`config.mk`:
```
export PLATFORM = sky130hd
export DESIGN_NAME = stgen_front
export DESIGN_NICKNAME = d
export VERILOG_FILES = /design/src/hdl/stgen_pkg.sv /design/src/hdl/stgen_front.sv
export VERILOG_INCLUDE_DIRS = /design/src /design/src/hdl
export SDC_FILE = /design/constraint.sdc
export NUM_CORES = 1
export LEC_CHECK = 0
export ABC_AREA = 1
export BUFFER_PORTS_ARGS = -buffer_cell sky130_fd_sc_hd__buf_2
export CORE_UTILIZATION = 52
export DETAILED_ROUTE_END_ITERATION = 7
export PLACE_DENSITY = 0.78
export SETUP_SLACK_MARGIN = 0.05
export SYNTH_ARGS = -nofsm -noshare
export SYNTH_HDL_FRONTEND = slang
export SYNTH_SLANG_ARGS = --single-unit
```
`constraint.sdc`:
```
create_clock -name clk_i -period 2.7 [get_ports clk_i]
set_clock_uncertainty 0.1 [all_clocks]
set_input_delay 0.54 -clock clk_i [delete_from_list [all_inputs] [get_ports clk_i]]
set_output_delay 0.54 -clock clk_i [all_outputs]
set_load 0.005 [all_outputs]
```
`src/hdl/simd_twister_random_generator_macros.svh`:
```
// ----------------------------------------------------------------------------
// Twister generator assertion macros
// Shared concurrent assertion forms, clocked on clk_i, off during reset.
// ----------------------------------------------------------------------------
`ifndef SIMD_TWISTER_RANDOM_GENERATOR_MACROS_SVH
`define SIMD_TWISTER_RANDOM_GENERATOR_MACROS_SVH

// check a property at every edge out of reset
`define STGEN_ASSERT(lbl, prop, msg) \
  lbl: assert property (@(posedge clk_i) disable iff (!rst_ni) (prop)) else $error(msg);

// check that a condition is followed by a consequence (non-overlapping implication)
`define STGEN_ASSERT_NEXT(lbl, ante, cons, msg) \
  lbl: assert property (@(posedge clk_i) disable iff (!rst_ni) (ante) |=> (cons)) \
    else $error(msg);

`endif

```
`src/hdl/stgen_pkg.sv`:
```
// ----------------------------------------------------------------------------
// Twister generator package
// Shared types, constants and the per-entry recurrence of the generator.
// ----------------------------------------------------------------------------
package stgen_pkg;

  localparam int unsigned STATE_ENTRIES_DEF = 156;
  localparam int unsigned MIDDLE_OFFSET_DEF = 124;
  localparam int unsigned QUEUE_DEPTH       = 2;

  localparam logic [31:0] SEED_MULT = 32'd1812433253;
  localparam int unsigned SHL_AMT   = 1;
  localparam int unsigned SHR_AMT   = 7;
  localparam int unsigned SEED_SHR  = 30;

  typedef logic [3:0][31:0] entry_t;

  localparam entry_t LANE_MASK = {32'h2d7ce57f, 32'hefef7f33, 32'hffad7fdd, 32'hf7f0bfff};

  typedef enum logic {
    OP_SEED = 1'b0,
    OP_DRAW = 1'b1
  } op_e;

  typedef struct packed {
    op_e         op;
    logic [31:0] seed;
  } cmd_t;

  typedef struct packed {
    logic vld;
    cmd_t cmd;
  } cmd_head_t;

  function automatic entry_t regen_entry(entry_t x, entry_t y, entry_t r);
    entry_t nv;
    for (int k = 0; k < 4; k++) begin
      nv[k] = x[(k + 1) % 4] ^ (y[k] << SHL_AMT) ^ (r[k] & LANE_MASK[k]) ^ (r[k] >> SHR_AMT);
    end
    return nv;
  endfunction

  function automatic logic [31:0] seed_step(logic [31:0] prev, logic [31:0] idx);
    logic [31:0] mixed;
    mixed = prev ^ (prev >> SEED_SHR);
    return SEED_MULT * mixed + idx;
  endfunction

endpackage

```
`src/hdl/stgen_front.sv`:
```
// ----------------------------------------------------------------------------
// Twister generator front end
// Accepts command beats, tags them as seed or draw and queues them.
// ----------------------------------------------------------------------------
`include "simd_twister_random_generator_macros.svh"

module stgen_front (
  input  logic                  clk_i,
  input  logic                  rst_ni,
  input  logic                  in_valid_i,
  output logic                  in_stall_o,
  input  logic                  cmd_i,
  input  logic [31:0]           seed_i,
  output stgen_pkg::cmd_head_t  head_o,
  input  logic                  pop_i
);
  import stgen_pkg::*;

  localparam int unsigned CNT_W  = $clog2(QUEUE_DEPTH + 1);
  localparam int unsigned QPTR_W = (QUEUE_DEPTH > 1) ? $clog2(QUEUE_DEPTH) : 1;

  cmd_t              q_mem_q [QUEUE_DEPTH];
  logic [QPTR_W-1:0] wr_ptr_q;
  logic [QPTR_W-1:0] rd_ptr_q;
  logic [CNT_W-1:0]  cnt_q;
  logic              push;
  cmd_t              cmd_in;

  assign in_stall_o = (cnt_q == CNT_W'(QUEUE_DEPTH));
  assign push       = in_valid_i && !in_stall_o;
  assign cmd_in     = '{op: op_e'(cmd_i), seed: seed_i};

  assign head_o.vld = (cnt_q != '0);
  assign head_o.cmd = q_mem_q[rd_ptr_q];

  always_ff @(posedge clk_i) begin
    if (push) begin
      q_mem_q[wr_ptr_q] <= cmd_in;
    end
  end

  always_ff @(posedge clk_i or negedge rst_ni) begin
    if (!rst_ni) begin
      wr_ptr_q <= '0;
      rd_ptr_q <= '0;
      cnt_q    <= '0;
    end else begin
      if (push) begin
        wr_ptr_q <= (wr_ptr_q == QPTR_W'(QUEUE_DEPTH - 1)) ? '0 : wr_ptr_q + QPTR_W'(1);
      end
      if (pop_i) begin
        rd_ptr_q <= (rd_ptr_q == QPTR_W'(QUEUE_DEPTH - 1)) ? '0 : rd_ptr_q + QPTR_W'(1);
      end
      if (push && !pop_i) begin
        cnt_q <= cnt_q + CNT_W'(1);
      end else if (!push && pop_i) begin
        cnt_q <= cnt_q - CNT_W'(1);
      end
    end
  end

  `STGEN_ASSERT(a_cnt_range, cnt_q <= CNT_W'(QUEUE_DEPTH), "queue count beyond depth")
  `STGEN_ASSERT(a_pop_nonempty, !pop_i || (cnt_q != '0), "pop from empty queue")
  `STGEN_ASSERT_NEXT(a_push_grows, push && !pop_i, cnt_q == $past(cnt_q) + CNT_W'(1), "queue count did not grow")

endmodule

```
Word-level counts from Yosys, hierarchy flattened. Memory sizes are Yosys's and may differ from the RTL's. Index checks and enable logic that the tools add are counted. W data, S select, Z words.

Register bits after elaboration: 4. Latch bits: 0. Bits in writable memories: 66. ROM bits: 0. Bits of input ports: 37. Word-level logic and storage cells: 23. Memories: 1.

Add/subtract/negate cells: 4. Multiply operators: 0. Divide/modulo/power cells: 0. Magnitude comparators: 0. Eq/ne operators: 1. Shift operators: 0. Muxes and demuxes: 6. Bitwise gates (word level): 0. Reduce and logical (&&, ||, !) cells: 8.

Memories: q_mem_q (depth 2, width 33, rd ports 1, clocked after Yosys merged registers in 0, write ports 1, line stgen_front.sv:22) `cmd_t q_mem_q [QUEUE_DEPTH];`.

Operators with widths (number): $mux W1 (4); $mux W2 (2); $reduce_bool A2 Y1 (2); $logic_and A1 B1 Y1 (3); $logic_not A1 Y1 (3); $add A1 B1 Y1 const B (2); $add A2 B1 Y2 const B (1); $eq A2 B2 Y1 const B (1); $sub A2 B1 Y2 const B (1).

Depth between registers and ports, before layout.
Depth in word-level cells: 7. Mapped depth: 9.

Worst setup path after synthesis. Ideal clock, no wire load.

Path kind: input port to flip-flop. Start point: input port in_valid_i. End point: memory q_mem_q[1][0] (netlist bit), enable pin. Arrival time: 2.040 ns. Slack: 0.137 ns. Cell stages on the path: 2. Path buffers: 0. Cells stage by stage: o21ai_0 > nor2_1.

Cells in the longest elaborated chain, start to end: 3.

Ends and longest elaborated chain: from (decl) (line stgen_front.sv:10) `input logic in_valid_i,`; $logic_and A1 B1 Y1 (line stgen_front.sv:30) `assign push = in_valid_i && !in_stall_o;`; $mux W1 (line stgen_front.sv:37) `if (push) begin`; $mux W1 (not written as such) (line stgen_front.sv:38) `q_mem_q[wr_ptr_q] <= cmd_in;`; to (decl) (line stgen_front.sv:22).

No other way between the ends.

==> results.toml <==
[critical_path]
slowest_stage = "dfrtp_2"
crit_path_end_kind = "output pin"
crit_family = "flip-flops"
criticalPathCategory = "reg -> out"
critPathMaxStageDelay_ns = 0.55
cp-start-kind = "flip-flop"
critPathLaunch = "rd_ptr_q"
crit_path_cell_trace = "buf_4 > mux2_4 > buf_2"
r2r_start = "cnt_q[1]"
arrival_ns = 1.65
critical_path.max_fanout = 12
critPathBufInv = 2
required_ns = 2.06

[sta]
slew_headroom_pct = 66.1
fmax_mhz = 436
fin_crit_ns = 2.29
finalSetupViolations = 0
tns_ns = 0
slew_viol_final = 0
hold_slack_ns = 0.293
worst_pin_slew_ns = 0.508
rsz0062_at_grt = "no"
hold_viol_final = 0
setup_slack_ns = 0.407
finalCritPeriodShare_pct = 84.9

[die]
ios = 72
floorplan.initialDensity_pct = 53.9
die_y_um = 74.7
core_mm2 = 0.00511
dieWidth_um = 74.7
std_cell_rows = 26
die_area_mm2 = 0.00559

[placement]
placed_cells = 273
io_buffers = 71
post-place-ws_ns = 0.734
hpwl_um = 2800
globalplace.congestion = 0.719

[synthesis]
synth_area_mm2 = 0.00275
syn_nets = 170
synth_cell_types = 15
ys_ff_latch = 70
yosys_warnings = 0
synth_seq_area_share_pct = 75.7
syn_avg_cell_area_um2 = 20.8
synth_cells = 132

[clock_tree]
clkTransAtPathRegs_ns = 0.07
cts.sinks = 70
htree_levels = 3
cts_tree = "yes"
clk_root_buffer_cell = "clkbuf_8"
clkLatencyLatePin_ns = 0.33
clockBufferDepth = 2
cts_resized = 0
numCtsBuffers = 9

[cells_and_area]
syn2layout_area_growth_pct = 23.9
layout_commonest_cell = "buf_2"
layout_common_cells = "buf_2, edfxtp_1, mux2_4"
drive_gt1_share_pct = 57.3
final_cells = 290
fin_util_pct = 66.8
nNetsFinal = 253
antenna_cells = 0

[routing]
detail_route.wirelength_um = 4020
drt_iter0_drc = 66
via_count = 1371
drt-pass1-iter-count = 4
drc_errors = 0
via_per_inst = 4.73
ant_nets = 0
wl_per_cell_um = 13.9

[global_route]
gr-usage-all-layers_pct = 15.5
antenna_found_initial = 0
grt_pass1_wl_um = 5920
grt_pass1_vias = 1287
grt_max_degree = 23
overflow = 0

[job]
drv_cap = 0

[power]
powerDensity_mw_per_mm2 = 1040
ir_worst_vdd_uv = 672
leakage_uw = 0.00143

[worst_hold_path]
hold_start = "seed_i[3]"
min_path_type = "in -> reg"

[run_status]
status = "completed"
[synth_stat cells (all sizes together)]
library cell,number,area share (%)
edfxtp,66,72
mux2,33,17
inv,8,1.1
nand2,8,1.1
buf,4,2.6
dfrtp,4,3.6
nor2,3,0.41
ha,1,0.45
nand3,1,0.18
nand4,1,0.23
o21ai,1,0.18
xnor2,1,0.32
xor2,1,0.32
[routing by layer]
metal	vias up	GRT usage, %	part of all wire [%]
met5	-	0	0
met4	0	10.7	1.5
met3	7	5.09	6.1
met2	50	23.7	51
met1	654	18.7	42
li1	660	-	-
[area by class of cell]
| class | instances | area (µm²) |
|---|---|---|
| Clock inverter | 7 | 88.8 |
| Timing Repair Buffer | 76 | 420 |
| Clock buffer | 9 | 124 |
| Sequential cell | 70 | 2080 |
| Inverter | 8 | 30.0 |
| Fill cell | 365 | 1700 |
| Tap cell | 70 | 87.6 |
| Multi-Input combinational cell | 50 | 576 |
[state kept, by name, indices dropped and copies added, names as in the netlist]
signal,count
cnt_q,2
q_mem_q,66
rd_ptr_q,1
wr_ptr_q,1
[power breakdown]
group / internal [µW] / switching (µW)
clock network: 514 / 360
registers: 1480 / 103
logic: 611 / 465
[metrics by stage]
step                      cell area (µm²)  power, µW
after global routing                 3410       3730
after floorplan                      2750       2390
after global placement               3190       2690
final                                3410       3540
after CTS                            3410       3590
after detailed placement             3190       2710
[final timing paths]
kind / slack, ns / end / cells past startpoint
hold reg to reg: 0.39 / cnt_q[1] / 2
max in group asynchronous: 1.92 / rd_ptr_q / 2
setup / recovery: 0.41 / head_o[25] / 3
min in group asynchronous: 0.45 / rd_ptr_q / 2
setup reg to reg: 0.86 / q_mem_q[0][17] / 6
hold / removal: 0.29 / q_mem_q[0][3] / 1
[repair_timing]
item,CTS,global route
endpoints found under the hold margin,4,0
hold buffers,1,0
setup buffers,0,0
[worst reg2reg max path: cells and delay by family (launching register included)]
kind	cells	cell delay (ns)
AND/OR/NAND/NOR	3	0.32
flip-flops	1	0.38
buffers and inverters	3	0.75
[cells by family after synthesis]
family	count (synthesis)	share of synthesized area, %
simple gates	13	1.91
buf+inv	12	3.68
flops	70	75.7
mux	33	17.5
compound gates	1	0.182
fa+ha+maj	1	0.455
xor+xnor	2	0.637
Note: power is estimated with default switching activity, not from simulation.
